### config.mk
export PLATFORM = sky130hd
export DESIGN_NAME = rpc_ram
export DESIGN_NICKNAME = d
export VERILOG_FILES = /design/src/hw/rtl/regex_pattern_cost_parser_assert.svh /design/src/hw/rtl/rpc_ram.sv
export SDC_FILE = /design/constraint.sdc
export NUM_CORES = 1
export LEC_CHECK = 0
export BUFFER_PORTS_ARGS = -buffer_cell sky130_fd_sc_hd__buf_2
export CORE_MARGIN = 8
export CORE_UTILIZATION = 25
export CTS_BUF_LIST = sky130_fd_sc_hd__clkbuf_4 sky130_fd_sc_hd__clkbuf_8 sky130_fd_sc_hd__clkbuf_16
export CTS_CLUSTER_DIAMETER = 40
export DETAILED_ROUTE_END_ITERATION = 10
export PLACE_DENSITY = 0.42
export SLEW_MARGIN = 40
export SYNTH_ARGS = -nofsm -noshare
export SYNTH_HDL_FRONTEND = slang
export SYNTH_SLANG_ARGS = --single-unit
### constraint.sdc
create_clock -name clock -period 1.9 [get_ports clock]
set_clock_uncertainty 0.05 [all_clocks]
set_input_delay 0.095 -clock clock [delete_from_list [all_inputs] [get_ports clock]]
set_output_delay 0.095 -clock clock [all_outputs]
set_load 0.005 [all_outputs]
### src/hw/rtl/regex_pattern_cost_parser_assert.svh
// Assertion helpers shared by the RTL.
`ifndef REGEX_PATTERN_COST_PARSER_ASSERT_SVH
`define REGEX_PATTERN_COST_PARSER_ASSERT_SVH

// Property that must hold at every clock edge outside reset.
`define RPC_ASSERT_ALWAYS(lbl, clk, rst, cond) \
   lbl: assert property (@(posedge clk) disable iff (rst) (cond)) \
      else $error("assertion failed");

// Antecedent at one edge implies consequent at the next edge.
`define RPC_ASSERT_NEXT(lbl, clk, rst, ante, cons) \
   lbl: assert property (@(posedge clk) disable iff (rst) (ante) |=> (cons)) \
      else $error("assertion failed");

`endif

### src/hw/rtl/rpc_ram.sv
module rpc_ram #(
   parameter int WIDTH = 8,
   parameter int DEPTH = 16
) (
   input  logic                                        clock,
   input  logic                                        wr_en,
   input  logic [((DEPTH > 1) ? $clog2(DEPTH) : 1)-1:0] wr_addr,
   input  logic [WIDTH-1:0]                            wr_data,
   input  logic [((DEPTH > 1) ? $clog2(DEPTH) : 1)-1:0] rd_addr,
   output logic [WIDTH-1:0]                            rd_data
);
   logic [WIDTH-1:0] mem_ff [DEPTH];
   logic [WIDTH-1:0] rd_data_ff;

   always_ff @(posedge clock) begin
      if (wr_en) begin
         mem_ff[wr_addr] <= wr_data;
      end
      rd_data_ff <= mem_ff[rd_addr];
   end

   assign rd_data = rd_data_ff;
endmodule

==> impl_metrics.json, run 1 <==
{
  "run_status": "completed",
  "synth_edf_count": 128,
  "initial_utilization_pct": 25.4,
  "fin_crit_ns": 1.47,
  "crit_chain": "mux4_1 > a22oi_1 > nand2_1",
  "wl_met3_um": 523,
  "viasPerCell": 4.22,
  "n_fill_cell": 1928,
  "clk_path_buf_depth": 2,
  "via_count": 2441,
  "drive_gt1_share_pct": 33.1,
  "netlist_area_um2": 5150,
  "cts_sinks": 136,
  "htreeDepth": 4,
  "dr.pass1.iters": 4,
  "timing.rr.end": "rd_data[5]$_DFF_P_",
  "postLayoutSetupSlackWorst_ns": 0.429,
  "grt_overflow_total": 0,
  "dp_hpwl_um": 7670,
  "io_buffers": 25,
  "drv_slew": 0,
  "reg2reg_from": "mem_ff[1][5]$_DFFE_PP_",
  "fmax_ghz": 0.680,
  "synthTopCellsByArea": "edfxtp_1, mux4_2, mux4_1, dfxtp_1, a22oi_1",
  "place_area_um2": 5760,
  "power_switching_uw": 1460,
  "cts_tree": "done",
  "comb_power_share_pct": 4.7,
  "power.share.switching_pct": 20.8,
  "p_seq_share_pct": 48.0,
  "clk_latency_ns": 0.41,
  "min_path_type": "in2reg",
  "hold_buffers": 5,
  "cts_post_setup_buffers_inserted": 0,
  "antenna_cells": 0,
  "crit_type": "reg2reg",
  "worstSetupEndpoint": "rd_data[5]$_DFF_P_",
  "timing.final.crit_share_pct": 77.4,
  "grt.total_usage_pct": 9.41,
  "crit_path_top_delay_cell": "mux4_1",
  "ios": 26,
  "synth_cell_types": 19,
  "grt_pass1_wl_um": 17200,
  "drtIter0Drc": 111,
  "drcViolationCount": 0,
  "wirelength_um": 11400,
  "p_per_area_nw_per_um2": 1100,
  "route.met2.wl_um": 5300,
  "synth_cells": 229,
  "synth-seq-area-share_pct": 77.8,
  "core.rowCount": 52,
  "grt_pass1_vias": 2658,
  "core-area_um2": 20200,
  "syn-num-nets": 247,
  "area_growth_pct": 24.6,
  "cp_max_fo": 1,
  "synthTopCellsByCount": "edfxtp_1, mux4_2, a22oi_1",
  "dieArea_um2": 25400,
  "clk_pin_slew_ns": 0.06,
  "ir_drop_mv": 0.607,
  "total_power_uw": 7030,
  "cts_buffers": 17,
  "power_frac_clock_pct": 47.3,
  "cts-root-buf": "clkbuf_16",
  "antenna_found_initial": 1,
  "setup-tns-final_ns": 0,
  "relSlewSlack_pct": 68.3,
  "die_h_um": 159,
  "finalNetCount": 313,
  "yosysMostFrequentCell": "edfxtp_1",
  "setup_viol": 0,
  "gp_congestion": 0.695,
  "path_depth": 3,
  "crit_arrival_ns": 1.70,
  "crit_path_end_kind": "flip-flop",
  "reg2reg_slack_ns": 0.43,
  "cp_num_buf_inv": 0,
  "critPathLaunchType": "flip-flop",
  "yosys_warnings": 0,
  "yosysTopAreaCell": "edfxtp_1",
  "worstMarginPinSlew_ns": 0.476,
  "synthFlopType": "edfxtp_1",
  "routedWlPerCell_um": 19.8,
  "synth_top_cell_area_share_pct": 74.7,
  "hold_viol_final": 0,
  "rr_worst_depth": 3,
  "static-leakage-power_uw": 0.00217,
  "cpPeakStageDelay_ns": 0.52,
  "dieWidth_um": 159,
  "synthArstFlopShare_pct": 0,
  "final_area_um2": 6410,
  "syn_area_per_cell_um2": 22.5,
  "pre_cts_slack_ns": 0.283,
  "grt_start_max_net_pins": 26,
  "internal_power_uw": 5570,
  "m1WireLength_um": 5430,
  "ant_nets": 0,
  "cp_top_family": "multiplexers",
  "top_layer_used": "met5",
  "crit_required_ns": 2.13,
  "cap_violations": 0,
  "cts_resized": 0,
  "crit_start": "mem_ff[1][5]$_DFFE_PP_",
  "yosys_register_bits": 136,
  "rsz0062_at_grt": "false"
}
## worst min-delay path by stage
stage	end	start	cells past startpoint	slack, ns
global placement	mem_ff[2][0]$_DFFE_PP_	wr_data[0]	1	0.44
detailed placement	rd_data[4]	rd_data[4]$_DFF_P_	1	0.43
floorplan	mem_ff[0][0]$_DFFE_PP_	wr_data[0]	0	0.14
CTS	mem_ff[8][0]$_DFFE_PP_	wr_data[0]	1	0.00008
global route	mem_ff[10][0]$_DFFE_PP_	wr_data[0]	1	0.007
finish	mem_ff[2][0]$_DFFE_PP_	wr_data[0]	1	0.02
## kinds of logic (layout without fill, tap and decap cells)
logic type             after synthesis  count (layout)  synth area share (%)
AOI/OAI and AO/OA                   16              16                  2.33
buffers and inverters               10              89                  1.68
and+or+nand+nor                     35              35                  3.18
muxes                               32              32                  15.0
DFF                                136             136                  77.8
## state kept, by name (all words and copies together) (netlist names)
signal / flops
mem_ff: 128
rd_data: 8
## power by group through the flow
stage | Clock (uW) | Combinational [uW] | Sequential (uW)
after floorplan | 0 | 170 | 3430
after global placement | 0 | 331 | 3440
after detailed placement | 0 | 335 | 3440
after CTS | 3410 | 344 | 3380
after global routing | 3540 | 367 | 3380
final | 3320 | 334 | 3380
## worst reg2reg max path, stage by stage, from the launching register on
cell,delay [ns]
edfxtp_1,0.35
mux4_1,0.52
a22oi_1,0.27
nand2_1,0.15
## stage by stage
| stage | utilization [%] | instances | hold slack [ns] |
|---|---|---|---|
| 2_1_floorplan | - | 229 | 0.144 |
| 3_3_place_gp | 28.5 | 541 | 0.435 |
| 3_5_place_dp | 28.5 | 541 | 0.431 |
| 4_1_cts | 31.7 | 578 | 0.0000819 |
| 5_1_grt | 31.7 | 578 | 0.00705 |
| 6_report | 31.7 | 578 | 0.0212 |
## cells in the final DEF, fill, tap and decap left out, drive strengths merged, types with 5 or more instances in the layout
cell,instances
buf,52
nor2,13
dfxtp,8
edfxtp,128
nand2,9
clkbuf,17
mux4,32
a22oi,16
dlygate4sd3,5
clkinv,8
## cell type report
cell class              instances  area, um2  share of cell area (%)
clock buffers                  17        425                    6.63
clock inverters                15        175                    2.73
multi-input cells              83       1060                    16.5
flip-flops and latches        136       4000                    62.4
well taps                     270        338                    5.27
repair buffers                 57        415                    6.48
## routing by layer
layer,global-route usage [%],vias to the layer above
met1,12.2,1259
met4,3.34,2
met2,14.1,59
met3,3.54,14
met5,0,-
li1,-,1107
No activity file was read; power rests on OpenSTA's default activity.
==> run 2: changes to the inputs <==
--- a/config.mk
+++ b/config.mk
@@ -5,13 +5,14 @@
 export SDC_FILE = /design/constraint.sdc
 export NUM_CORES = 1
 export LEC_CHECK = 0
+export ABC_AREA = 1
 export BUFFER_PORTS_ARGS = -buffer_cell sky130_fd_sc_hd__buf_2
 export CORE_MARGIN = 8
 export CORE_UTILIZATION = 25
 export CTS_BUF_LIST = sky130_fd_sc_hd__clkbuf_4 sky130_fd_sc_hd__clkbuf_8 sky130_fd_sc_hd__clkbuf_16
 export CTS_CLUSTER_DIAMETER = 40
 export DETAILED_ROUTE_END_ITERATION = 10
-export PLACE_DENSITY = 0.42
+export PLACE_DENSITY = 0.44
 export SLEW_MARGIN = 40
 export SYNTH_ARGS = -nofsm -noshare
 export SYNTH_HDL_FRONTEND = slang
==> constraint.sdc (replaced) <==
create_clock -name clock -period 1.24 [get_ports clock]
set_clock_uncertainty 0.05 [all_clocks]
set_input_delay 0.062 -clock clock [delete_from_list [all_inputs] [get_ports clock]]
set_output_delay 0.062 -clock clock [all_outputs]
set_load 0.005 [all_outputs]
==> run 2 against run 1 <==
Against the previous run: global-route usage is 1.2 points higher; register-to-register slack worse by 0.36 ns; setup slack worse by 0.36 ns; die area is 11% higher; sequential share of layout area is 5.6 points lower; clock-buffer cell count is 2 higher; clock power is 75% higher; power is 66% higher; hold slack worse by 0.010 ns; cell count is 55% higher; maximum frequency is 26% higher; critical path type unchanged.
==> impl_metrics.json, run 2 <==
{
  "clk_latency_ns": 0.42,
  "core-area_um2": 22600,
  "synthTopCellsByArea": "edfxtp_1, nand2_1, nand3_1, inv_1, dfxtp_1",
  "timing.rr.end": "rd_data[6]$_DFF_P_",
  "dp_hpwl_um": 9410,
  "worstSetupEndpoint": "rd_data[6]$_DFF_P_",
  "antenna_cells": 0,
  "worstMarginPinSlew_ns": 0.434,
  "wirelength_um": 14400,
  "run_status": "completed",
  "ios": 26,
  "drive_gt1_share_pct": 14.1,
  "yosys_register_bits": 136,
  "grt_start_max_net_pins": 33,
  "routedWlPerCell_um": 16.1,
  "crit_start": "mem_ff[7][6]$_DFFE_PP_",
  "grt_pass1_wl_um": 22200,
  "reg2reg_slack_ns": 0.07,
  "multi_input_area_um2": 1210,
  "drv_slew": 0,
  "crit_path_end_kind": "flip-flop",
  "crit_chain": "inv_1 > nand2_1 > nand3_1 > nand3_1 > nand3_1 > nand2_1",
  "fin_crit_ns": 1.17,
  "dieArea_um2": 28200,
  "cp_common_cell": "nand3_1",
  "path_depth": 6,
  "initial_utilization_pct": 25.5,
  "grt_overflow_total": 0,
  "hold_viol_final": 0,
  "netlist_area_um2": 5770,
  "n_fill_cell": 2251,
  "cp_num_buf_inv": 1,
  "synth_cell_types": 12,
  "clk_path_buf_depth": 2,
  "io_buffers": 25,
  "synthTopCellsByCount": "nand2_1, edfxtp_1, inv_1",
  "synth_cells": 551,
  "ant_nets": 0,
  "cp_top_family": "simple AND/OR/NAND/NOR gates",
  "finalNetCount": 617,
  "syn_area_per_cell_um2": 10.5,
  "dieWidth_um": 168,
  "via_count": 3731,
  "synthFlopType": "edfxtp_1",
  "rsz0062_at_grt": "false",
  "yosysMostFrequentCell": "nand2_1",
  "cts_sinks": 136,
  "critPathLaunchType": "flip-flop",
  "synthArstFlopShare_pct": 0,
  "drcViolationCount": 0,
  "synth_top_cell_area_share_pct": 66.7,
  "die_h_um": 168,
  "crit_arrival_ns": 1.42,
  "viasPerCell": 4.16,
  "reg2reg_from": "mem_ff[7][6]$_DFFE_PP_",
  "crit_type": "reg2reg",
  "final_cell_mix": "nand2_1, edfxtp_1, inv_1, nand3_1, buf_2",
  "setup_viol": 0,
  "max_flop_register": "mem_ff",
  "core.rowCount": 55,
  "fmax_ghz": 0.855,
  "syn-num-nets": 569,
  "yosys_warnings": 0,
  "static-leakage-power_uw": 0.00302,
  "setup-tns-final_ns": 0,
  "clk_pin_slew_ns": 0.06,
  "area_growth_pct": 22.3,
  "cts_tree": "done",
  "drtIter0Drc": 249,
  "cpPeakStageDelay_ns": 0.36,
  "cts-root-buf": "clkbuf_16",
  "dr.pass1.iters": 4,
  "ir_drop_mv": 1.00,
  "timing.final.crit_share_pct": 94.3,
  "grt_pass1_vias": 3784,
  "p_per_area_nw_per_um2": 1650,
  "stdcell_count": 897,
  "cts_buffers": 17,
  "rr_worst_depth": 6,
  "htreeDepth": 4,
  "cap_violations": 0,
  "min_path_type": "in2reg",
  "antenna_found_initial": 0,
  "synth_edf_count": 128,
  "gp_congestion": 0.761,
  "grt.total_usage_pct": 10.6,
  "yosysTopAreaCell": "edfxtp_1",
  "synth-seq-area-share_pct": 69.4,
  "cp_max_fo": 1,
  "dp_cells": 864,
  "crit_required_ns": 1.49,
  "relSlewSlack_pct": 71.1,
  "final_common_cell": "nand2_1",
  "crit_path_top_delay_cell": "edfxtp_1",
  "largest_reg_flops": 128,
  "regArea_um2": 4000
}
-- run 2: changes by cell type after synthesis, sizes merged, moves of 16 or more --
cell	change
a22oi	-16
buf	+17
inv	+102
mux4	-32
nand2	+164
nand3	+96
-- run 2: how the worst min path moves through the flow --
stage	start	slack (ns)	cells past startpoint	to
floorplan	wr_data[0]	0.11	0	mem_ff[0][0]$_DFFE_PP_
global placement	rd_addr[3]	0.32	3	rd_data[5]$_DFF_P_
detailed placement	rd_addr[3]	0.32	3	rd_data[5]$_DFF_P_
CTS	wr_data[2]	0.0003	1	mem_ff[9][2]$_DFFE_PP_
global route	wr_data[2]	0.006	1	mem_ff[9][2]$_DFFE_PP_
finish	wr_data[2]	0.01	1	mem_ff[2][2]$_DFFE_PP_
-- run 2: power by group --
part	switching, uW	internal (uW)
Sequential	29.9	5140
Clock	1960	3850
Combinational	458	219
Total	2450	9200
-- run 2: timing repair --
action / in CTS / in global routing
gates resized for setup: 0 / 0
hold buffers: 1 / 0
setup buffers: 0 / 0
setup endpoints to repair: 0 / 0
endpoints found under the hold margin: 2 / 0
-- run 2: layout make-up --
cell class,count,share of cell area [%]
Timing Repair Buffer,53,5.86
Multi-Input combinational cell,289,17.2
Tap cell,285,5.06
Clock buffer,19,6.25
Inverter,102,5.43
Clock inverter,13,3.41
Sequential cell,136,56.8
-- run 2: layer usage --
metal / vias up / track usage [%] / routed length [um]
li1: 1870 / - / -
met1: 1772 / 13.3 / 6460
met2: 79 / 17.2 / 6910
met3: 10 / 3.23 / 875
met4: 0 / 3.53 / 160
met5: - / 0 / 0
-- run 2: logic make-up after synthesis --
family	Yosys count	share of synthesized area, %
buffers and inverters	126	9.52
DFF	136	69.4
and+or+nand+nor	289	21.0
-- run 2: worst register-to-register path: cells and delay by family (launching register included) --
kind / cells / cell delay, ns
buf+inv: 1 / 0.06
flops: 1 / 0.36
simple gates: 5 / 0.57
-- run 2: stage by stage --
step / instance area (um2) / util [%] / setup slack, ns / hold slack, ns / power (uW)
floorplan: 5770 / - / 0.177 / 0.111 / 5620
global placement: 6360 / 28.1 / 0.0267 / 0.320 / 5960
detailed placement: 6360 / 28.1 / 0.00802 / 0.318 / 5960
CTS: 7050 / 31.1 / 0.110 / 0.000261 / 11800
global route: 7050 / 31.1 / 0.00424 / 0.00634 / 12100
finish: 7050 / 31.1 / 0.0701 / 0.0110 / 11700
